## src/rtl/ppc_pkg.sv

```systemverilog
// Shared types and codes for the product parity codec.
// No dependencies; imported by every module of the block.
`default_nettype none

package ppc_pkg;

  localparam int WORD_W   = 16;
  localparam int STATUS_W = 2;

  // command codes
  localparam logic CMD_ENCODE = 1'b0;
  localparam logic CMD_DECODE = 1'b1;

  // status codes
  localparam logic [STATUS_W-1:0] ST_CLEAN     = 2'd0;
  localparam logic [STATUS_W-1:0] ST_CORRECTED = 2'd1;
  localparam logic [STATUS_W-1:0] ST_CHECK_ERR = 2'd2;
  localparam logic [STATUS_W-1:0] ST_RESEND    = 2'd3;

  // side information carried alongside the data grid
  typedef struct packed {
    logic cmd;      // command of the item
    logic parity0;  // stored overall parity bit (decode only)
  } ctrl_t;

endpackage

`default_nettype wire

```

## src/rtl/ppc_check.sv

```systemverilog
// Grid extraction and row/column syndrome stage of the product parity codec.
// Depends on ppc_pkg.
`default_nettype none

module ppc_check #(
  parameter int DATA_COLUMNS = 3,
  parameter int DATA_ROWS    = 3
) (
  input  wire                                   clk,
  input  wire                                   rst,
  input  wire                                   in_valid,
  output logic                                  in_ready,
  input  wire                                   in_cmd,
  input  wire  [ppc_pkg::WORD_W-1:0]            in_payload,
  output logic                                  out_valid,
  input  wire                                   out_ready,
  output ppc_pkg::ctrl_t                        out_ctrl,
  output logic [DATA_ROWS*DATA_COLUMNS-1:0]     out_data,
  output logic [DATA_ROWS-1:0]                  out_row_syn,
  output logic [DATA_COLUMNS-1:0]               out_col_syn
);
  import ppc_pkg::*;

  localparam int GRID_W = DATA_COLUMNS + 1;
  localparam int DATA_N = DATA_ROWS * DATA_COLUMNS;

  logic [DATA_N-1:0]       data_bits;
  logic [DATA_ROWS-1:0]    row_stored;
  logic [DATA_COLUMNS-1:0] col_stored;
  logic [DATA_ROWS-1:0]    row_syn_next;
  logic [DATA_COLUMNS-1:0] col_syn_next;
  logic                    load;

  // pick each data bit from its encode or decode position; positions past
  // the word read as zero
  for (genvar r = 0; r < DATA_ROWS; r++) begin : g_row
    localparam int ROW_POS = GRID_W * (r + 1);
    if (ROW_POS < WORD_W) begin : g_rs
      assign row_stored[r] = in_payload[ROW_POS];
    end else begin : g_rz
      assign row_stored[r] = 1'b0;
    end
    for (genvar c = 0; c < DATA_COLUMNS; c++) begin : g_col
      localparam int K       = r * DATA_COLUMNS + c;
      localparam int DEC_POS = GRID_W * (r + 1) + c + 1;
      logic enc_bit;
      logic dec_bit;
      if (K < WORD_W) begin : g_ek
        assign enc_bit = in_payload[K];
      end else begin : g_ez
        assign enc_bit = 1'b0;
      end
      if (DEC_POS < WORD_W) begin : g_dk
        assign dec_bit = in_payload[DEC_POS];
      end else begin : g_dz
        assign dec_bit = 1'b0;
      end
      assign data_bits[K] = (in_cmd == CMD_DECODE) ? dec_bit : enc_bit;
    end
  end

  for (genvar c = 0; c < DATA_COLUMNS; c++) begin : g_cs
    assign col_stored[c] = in_payload[c + 1];
  end

  // encode: plain parities; decode: fold in the stored check bits
  always_comb begin
    for (int r = 0; r < DATA_ROWS; r++) begin
      row_syn_next[r] = row_stored[r] & (in_cmd == CMD_DECODE);
      for (int c = 0; c < DATA_COLUMNS; c++) begin
        row_syn_next[r] = row_syn_next[r] ^ data_bits[r * DATA_COLUMNS + c];
      end
    end
    for (int c = 0; c < DATA_COLUMNS; c++) begin
      col_syn_next[c] = col_stored[c] & (in_cmd == CMD_DECODE);
      for (int r = 0; r < DATA_ROWS; r++) begin
        col_syn_next[c] = col_syn_next[c] ^ data_bits[r * DATA_COLUMNS + c];
      end
    end
  end

  assign in_ready = !out_valid || out_ready;
  assign load     = in_valid && in_ready;

  always_ff @(posedge clk) begin
    if (rst) begin
      out_valid <= 1'b0;
    end else if (in_ready) begin
      out_valid <= in_valid;
    end
  end

  always_ff @(posedge clk) begin
    if (load) begin
      out_ctrl.cmd     <= in_cmd;
      out_ctrl.parity0 <= in_payload[0];
      out_data         <= data_bits;
      out_row_syn      <= row_syn_next;
      out_col_syn      <= col_syn_next;
    end
  end

endmodule

`default_nettype wire

```

## src/rtl/ppc_resolve.sv

```systemverilog
// Correction, codeword assembly and status stage of the product parity codec;
// holds the output register. Depends on ppc_pkg.
`default_nettype none

module ppc_resolve #(
  parameter int DATA_COLUMNS = 3,
  parameter int DATA_ROWS    = 3
) (
  input  wire                                   clk,
  input  wire                                   rst,
  input  wire                                   in_valid,
  output logic                                  in_ready,
  input  ppc_pkg::ctrl_t                        in_ctrl,
  input  wire  [DATA_ROWS*DATA_COLUMNS-1:0]     in_data,
  input  wire  [DATA_ROWS-1:0]                  in_row_syn,
  input  wire  [DATA_COLUMNS-1:0]               in_col_syn,
  output logic                                  out_valid,
  input  wire                                   out_ready,
  output logic                                  out_cmd,
  output logic [ppc_pkg::WORD_W-1:0]            out_word,
  output logic [ppc_pkg::STATUS_W-1:0]          out_status
);
  import ppc_pkg::*;

  localparam int GRID_W = DATA_COLUMNS + 1;
  localparam int GRID_N = GRID_W * (DATA_ROWS + 1);
  localparam int DATA_N = DATA_ROWS * DATA_COLUMNS;

  logic [DATA_N-1:0]   fixed_data;
  logic [GRID_N-1:0]   enc_grid;
  logic [WORD_W-1:0]   enc_word;
  logic [WORD_W-1:0]   dec_word;
  logic                row_zero, row_one, col_zero, col_one, single;
  logic                parity_ok;
  logic [STATUS_W-1:0] status_next;
  logic                load;

  // zero and exactly-one tests on the syndromes
  assign row_zero = ~|in_row_syn;
  assign col_zero = ~|in_col_syn;
  assign row_one  = !row_zero && ~|(in_row_syn & (in_row_syn - DATA_ROWS'(1)));
  assign col_one  = !col_zero && ~|(in_col_syn & (in_col_syn - DATA_COLUMNS'(1)));
  assign single   = row_one && col_one && (in_ctrl.cmd == CMD_DECODE);

  // flip the bit at the crossing of the failing row and column
  for (genvar r = 0; r < DATA_ROWS; r++) begin : g_fr
    for (genvar c = 0; c < DATA_COLUMNS; c++) begin : g_fc
      localparam int K = r * DATA_COLUMNS + c;
      assign fixed_data[K] = in_data[K] ^ (single & in_row_syn[r] & in_col_syn[c]);
      assign enc_grid[GRID_W * (r + 1) + c + 1] = in_data[K];
    end
    assign enc_grid[GRID_W * (r + 1)] = in_row_syn[r];
  end
  for (genvar c = 0; c < DATA_COLUMNS; c++) begin : g_ec
    assign enc_grid[c + 1] = in_col_syn[c];
  end
  assign enc_grid[0] = ^in_data;

  if (GRID_N >= WORD_W) begin : g_ew
    assign enc_word = enc_grid[WORD_W-1:0];
  end else begin : g_ewz
    assign enc_word = {{(WORD_W - GRID_N){1'b0}}, enc_grid};
  end
  if (DATA_N >= WORD_W) begin : g_dw
    assign dec_word = fixed_data[WORD_W-1:0];
  end else begin : g_dwz
    assign dec_word = {{(WORD_W - DATA_N){1'b0}}, fixed_data};
  end

  assign parity_ok = (^fixed_data) == in_ctrl.parity0;

  always_comb begin
    if (in_ctrl.cmd == CMD_ENCODE) begin
      status_next = ST_CLEAN;
    end else if (row_zero && col_zero) begin
      status_next = parity_ok ? ST_CLEAN : ST_CHECK_ERR;
    end else if (row_one && col_one) begin
      status_next = parity_ok ? ST_CORRECTED : ST_RESEND;
    end else if ((row_one && col_zero) || (row_zero && col_one)) begin
      status_next = parity_ok ? ST_CHECK_ERR : ST_RESEND;
    end else begin
      status_next = ST_RESEND;
    end
  end

  assign in_ready = !out_valid || out_ready;
  assign load     = in_valid && in_ready;

  always_ff @(posedge clk) begin
    if (rst) begin
      out_valid <= 1'b0;
    end else if (in_ready) begin
      out_valid <= in_valid;
    end
  end

  always_ff @(posedge clk) begin
    if (load) begin
      out_cmd    <= in_ctrl.cmd;
      out_word   <= (in_ctrl.cmd == CMD_ENCODE) ? enc_word : dec_word;
      out_status <= status_next;
    end
  end

endmodule

`default_nettype wire

```

## src/rtl/product_parity_codec_3x3.sv

```systemverilog
// Top level of the product parity codec: input register, syndrome stage and
// output stage. Depends on ppc_pkg, ppc_check and ppc_resolve.
//
//  channel  | direction | tdata             | tuser
//  ---------+-----------+-------------------+-----------------
//  s_axis   | in        | [15:0] payload    | [0] command
//  m_axis   | out       | [15:0] result_word| [1:0] status
//
// One transfer a cycle in each direction, sustained while m_tready stays high; every item is independent.
// m_tvalid follows the input transfer through the input register, the
// grid/syndrome register and the output register, in that order.
// Reset (rst, synchronous) clears the three stage valid bits only.
// A stall at m_tready holds the output stage; each stage upstream keeps
// loading until it is full, so nothing is dropped or repeated.
`default_nettype none

module product_parity_codec_3x3 #(
  parameter int DATA_COLUMNS = 3,
  parameter int DATA_ROWS    = 3
) (
  input  wire                               clk,
  input  wire                               rst,
  input  wire                               s_tvalid,
  output logic                              s_tready,
  input  wire  [ppc_pkg::WORD_W-1:0]        s_tdata,   // [15:0] payload
  input  wire                               s_tuser,   // [0] command
  output logic                              m_tvalid,
  input  wire                               m_tready,
  output logic [ppc_pkg::WORD_W-1:0]        m_tdata,   // [15:0] result_word
  output logic [ppc_pkg::STATUS_W-1:0]      m_tuser    // [1:0] status
);
  import ppc_pkg::*;

  localparam int DATA_N = DATA_ROWS * DATA_COLUMNS;

  // input register
  logic              a_valid;
  logic              a_cmd;
  logic [WORD_W-1:0] a_payload;
  logic              b_ready;

  // syndrome stage outputs
  logic                    b_valid;
  ctrl_t                   b_ctrl;
  logic [DATA_N-1:0]       b_data;
  logic [DATA_ROWS-1:0]    b_row_syn;
  logic [DATA_COLUMNS-1:0] b_col_syn;
  logic                    c_ready;
  logic                    c_cmd;

  assign s_tready = !a_valid || b_ready;

  // advance the input register whenever it is empty or the next stage can take its contents
  always_ff @(posedge clk) begin
    if (rst) begin
      a_valid <= 1'b0;
    end else if (s_tready) begin
      a_valid <= s_tvalid;
    end
  end

  always_ff @(posedge clk) begin
    if (s_tvalid && s_tready) begin
      a_cmd     <= s_tuser;
      a_payload <= s_tdata;
    end
  end

  ppc_check #(
    .DATA_COLUMNS (DATA_COLUMNS),
    .DATA_ROWS    (DATA_ROWS)
  ) u_check (
    .clk         (clk),
    .rst         (rst),
    .in_valid    (a_valid),
    .in_ready    (b_ready),
    .in_cmd      (a_cmd),
    .in_payload  (a_payload),
    .out_valid   (b_valid),
    .out_ready   (c_ready),
    .out_ctrl    (b_ctrl),
    .out_data    (b_data),
    .out_row_syn (b_row_syn),
    .out_col_syn (b_col_syn)
  );

  ppc_resolve #(
    .DATA_COLUMNS (DATA_COLUMNS),
    .DATA_ROWS    (DATA_ROWS)
  ) u_resolve (
    .clk        (clk),
    .rst        (rst),
    .in_valid   (b_valid),
    .in_ready   (c_ready),
    .in_ctrl    (b_ctrl),
    .in_data    (b_data),
    .in_row_syn (b_row_syn),
    .in_col_syn (b_col_syn),
    .out_valid  (m_tvalid),
    .out_ready  (m_tready),
    .out_cmd    (c_cmd),
    .out_word   (m_tdata),
    .out_status (m_tuser)
  );

`ifndef SYNTHESIS
  // an empty input register must always take a transfer
  a_empty_ready: assert property (@(posedge clk) disable iff (rst)
    !a_valid |-> s_tready)
    else $error("input register empty but s_tready low");

  // a held input item must not change while the syndrome stage is stalled
  a_hold: assert property (@(posedge clk) disable iff (rst)
    a_valid && !b_ready |=> a_valid && $stable(a_cmd) && $stable(a_payload))
    else $error("input register lost or changed a stalled item");

  // encoded words always report a clean status
  a_enc_clean: assert property (@(posedge clk) disable iff (rst)
    m_tvalid && (c_cmd == CMD_ENCODE) |-> m_tuser == ST_CLEAN)
    else $error("encode result with non-clean status");

  // a held syndrome-stage item must not change while the output stage is stalled
  b_hold: assert property (@(posedge clk) disable iff (rst)
    b_valid && !c_ready |=> b_valid && $stable(b_data) && $stable(b_ctrl))
    else $error("syndrome stage lost or changed a stalled item");
`endif

endmodule

`default_nettype wire
```

## config.mk

```make
export PLATFORM = sky130hd
export DESIGN_NAME = product_parity_codec_3x3
export DESIGN_NICKNAME = d
export VERILOG_FILES = /design/src/rtl/ppc_pkg.sv /design/src/rtl/ppc_check.sv /design/src/rtl/ppc_resolve.sv /design/src/rtl/product_parity_codec_3x3.sv
export SDC_FILE = /design/constraint.sdc
export NUM_CORES = 1
export LEC_CHECK = 0
export ABC_AREA = 1
export BUFFER_PORTS_ARGS = -buffer_cell sky130_fd_sc_hd__buf_2
export CAP_MARGIN = 5
export CORE_AREA = 2 2 74 76
export DETAILED_ROUTE_END_ITERATION = 10
export DIE_AREA = 0 0 76 78
export PLACE_DENSITY_LB_ADDON = 0.3
export RECOVER_POWER = 50
export SYNTH_ARGS = -nofsm -noshare
export SYNTH_HDL_FRONTEND = slang
export SYNTH_SLANG_ARGS = --single-unit
```

## constraint.sdc

```tcl
create_clock -name clk -period 2.7 [get_ports clk]
set_input_delay 0.405 -clock clk [delete_from_list [all_inputs] [get_ports clk]]
set_output_delay 0.405 -clock clk [all_outputs]
set_load 0.005 [all_outputs]
```

==> flow_metrics.tcl <==
set metrics [dict create \
    clk_pin_slew_ns 0.10 \
    cts.repair.resized 0 \
    endpoint_kind "flop" \
    cp.arrival_ns 2.51 \
    slowest_delay_ns 0.55 \
    first_global_vias 1895 \
    grt_pass1_wl_um 7810 \
    clock_path_buffers 2 \
    cts.sink_count 55 \
    worst_ir_drop_vdd_uv 374.8 \
    place_hpwl_um 3464 \
    cts_tree "done" \
    cp.required_ns 2.78 \
    final_layout_size_suffix_gt1_frac 0.2088 \
    synth_cell_type_count 25 \
    die_h_um 78 \
    min_period_over_period 0.9009 \
    most-common-layout-cells "nand2_1, edfxtp_1, buf_2, inv_1, o21ai_0" \
    path_cells "inv_1, nand2_1, nand2_1, nand2_4, nor2_8, nand2_4, nor2_8, nand2_2, nand2_1, nand2_1, nand2_1, nand2_1, inv_1, nand2_1, nand2_1, inv_1, nand2_1, nand3_1, nand2_1, inv_1" \
    postCtsHoldBufs 0 \
    synth-seq-cells 55 \
    final_util 0.6345 \
    drc 0 \
    busiest_layer "met2" \
    track_usage 0.1672 \
    fillers 393 \
    setup_tns_ns 0 \
    cts-root-buf "clkbuf_8" \
    critical_path_class "reg2reg" \
    max_freq_ghz 0.4111 \
    timing_worst_slew_pin_value_ns 0.9327 \
    setup_viol 0 \
    avgSynthCellArea_um2 9.638 \
    gr-total-overflow 0 \
    slowest_stage "edfxtp_1" \
    fin_nets 360 \
    cts_max_level 2 \
    met3_usage 0.03837 \
    place_congestion 0.9342 \
    use_met1 0.1783 \
    seq_area_frac_synth 0.5684 \
    startpoint_type "flop" \
    drt-total-wl_um 4514 \
    synthesis.area_um2 2853 \
    drt-pass1-iter-count 4 \
    io_pins 41 \
    status "completed" \
    rsz0062_at_grt "no" \
    drt_iter0_drc 134 \
    layout_commonest_cell "nand2_1" \
    hold_viol 0 \
    clk_latency_ns 0.31 \
    wl_per_cell_um 11.01 \
    viasPerCell 4.893 \
    cp_common_cell "nand2_1" \
    final.setup_skew_ns 0.005676 \
    grt_start_max_net_pins 21 \
    drv_cap 0 \
    syn_inst 296 \
    antenna_cells 0 \
    start_util 0.5658 \
    vias 2006 \
    std_cell_rows 26 \
    yosys_warnings 0 \
    hp-class "in2reg" \
    met2_usage 0.3036 \
    power_density_nw_per_um2 548.2 \
    post-route-min-period_ns 2.432 \
    io_buffers 40 \
    p_leak_nw 1.407 \
    slew_violations 0 \
    die_area_um2 5928 \
    area_delta_synth_final_pct 12.15 \
    numCtsBuffers 5 \
    post-cts-setup-buffers 0 \
    postRouteAntennaNets 0 \
    grt_antenna_before_repair 0 \
    synth_nets 317 \
    die_w_um 76 \
    slew_headroom 0.3782 \
    worst-path-max-fanout 11 \
    design.core.area_um2 5042 \
]
==> final timing paths <==
check / startpoint / endpoint / slack (ns) / depth (start not counted)
max reg2reg: u_check.out_col_syn[1]$_DFFE_PP_ / u_resolve.out_status[0]$_SDFFCE_PP0P_ / 0.27 / 20
min: s_tdata[3] / a_payload[3]$_DFFE_PP_ / 0.27 / 1
max: u_check.out_col_syn[1]$_DFFE_PP_ / u_resolve.out_status[0]$_SDFFCE_PP0P_ / 0.27 / 20
min reg2reg: u_check.out_valid$_SDFFE_PP0P_ / u_resolve.out_valid$_SDFFE_PP0P_ / 0.48 / 2
==> synth_stat cells <==
master    number  area, um2
xor2_2         1      16.27
nand2_1      109      409.1
xnor2_1        8      70.07
dfxtp_1        3      60.06
o22ai_1        1      6.260
inv_1         21      78.83
inv_2          6      22.52
buf_2          2      10.01
nor3_2         1      10.01
nand4_1        5      31.28
a31oi_1        3      18.77
clkbuf_1       3      11.26
buf_6          2      22.52
a21oi_1        7      35.03
nor2_1        11      41.29
nand3_2        6      60.06
nand2_4        2      22.52
nor2_4         2      22.52
nand3_1       14      70.07
o21ai_0       15      75.07
edfxtp_1      52       1562
xor2_1        14      122.6
clkinv_1       1      3.750
nor2_8         2      40.04
nand2_2        5      31.28
==> per-layer routing <==
layer  share of wire  wire length (um)
met4           0.040               182
met2            0.48              2175
met5               0                 0
met1            0.42              1901
met3           0.056               254
==> metrics by stage <==
step                      setup WS (ns)  cell area, um2  total power, mW  hold WS, ns  instances
final                            0.2676            3199            1.754       0.2651        410
after CTS                        0.3161            3211            1.773       0.2520        410
after floorplan                  0.6396            2853            1.250       0.4244        296
after detailed placement         0.3315            3119            1.314       0.4699        402
after global routing            0.03645            3199            1.850       0.2404        410
after global placement           0.3789            3119            1.307       0.4610        402
==> final cells by class <==
cell class | instances | area [um2] | share of cell area
clock buffers | 5 | 68.82 | 0.02151
clock inverters | 3 | 22.52 | 0.007039
inverters | 28 | 105.1 | 0.03285
multi-input cells | 206 | 1082 | 0.3383
flip-flops and latches | 55 | 1622 | 0.5068
well taps | 70 | 87.58 | 0.02738
repair buffers | 43 | 211.5 | 0.06609
==> kinds of logic after synthesis <==
logic type / after synthesis / synth area share
and+or+nand+nor: 157 / 0.2588
DFF: 55 / 0.5684
buffers and inverters: 35 / 0.05219
AOI/OAI and AO/OA: 26 / 0.04737
xor gates and xnor gates: 23 / 0.07325
==> worst max-delay path: cells and delay by family, from the launching register on <==
family,cells,cell delay [ns]
buffers and inverters,4,0.28
flip-flops,1,0.55
AND/OR/NAND/NOR,16,1.37
==> where the power goes <==
group / switching (mW) / internal [mW]
Sequential: 0.0373 / 0.992
Clock: 0.272 / 0.188
Combinational: 0.165 / 0.0994
==> registers in the layout, summed over array words and instances (netlist names) <==
register              flops
a_cmd                     1
u_check.out_data          9
a_valid                   1
u_check.out_valid         1
u_resolve.out_status      2
u_check.out_ctrl          2
u_check.out_col_syn       3
a_payload                16
u_resolve.out_word       16
u_resolve.out_valid       1
u_check.out_row_syn       3
Note: power is estimated with default switching activity, not from simulation.
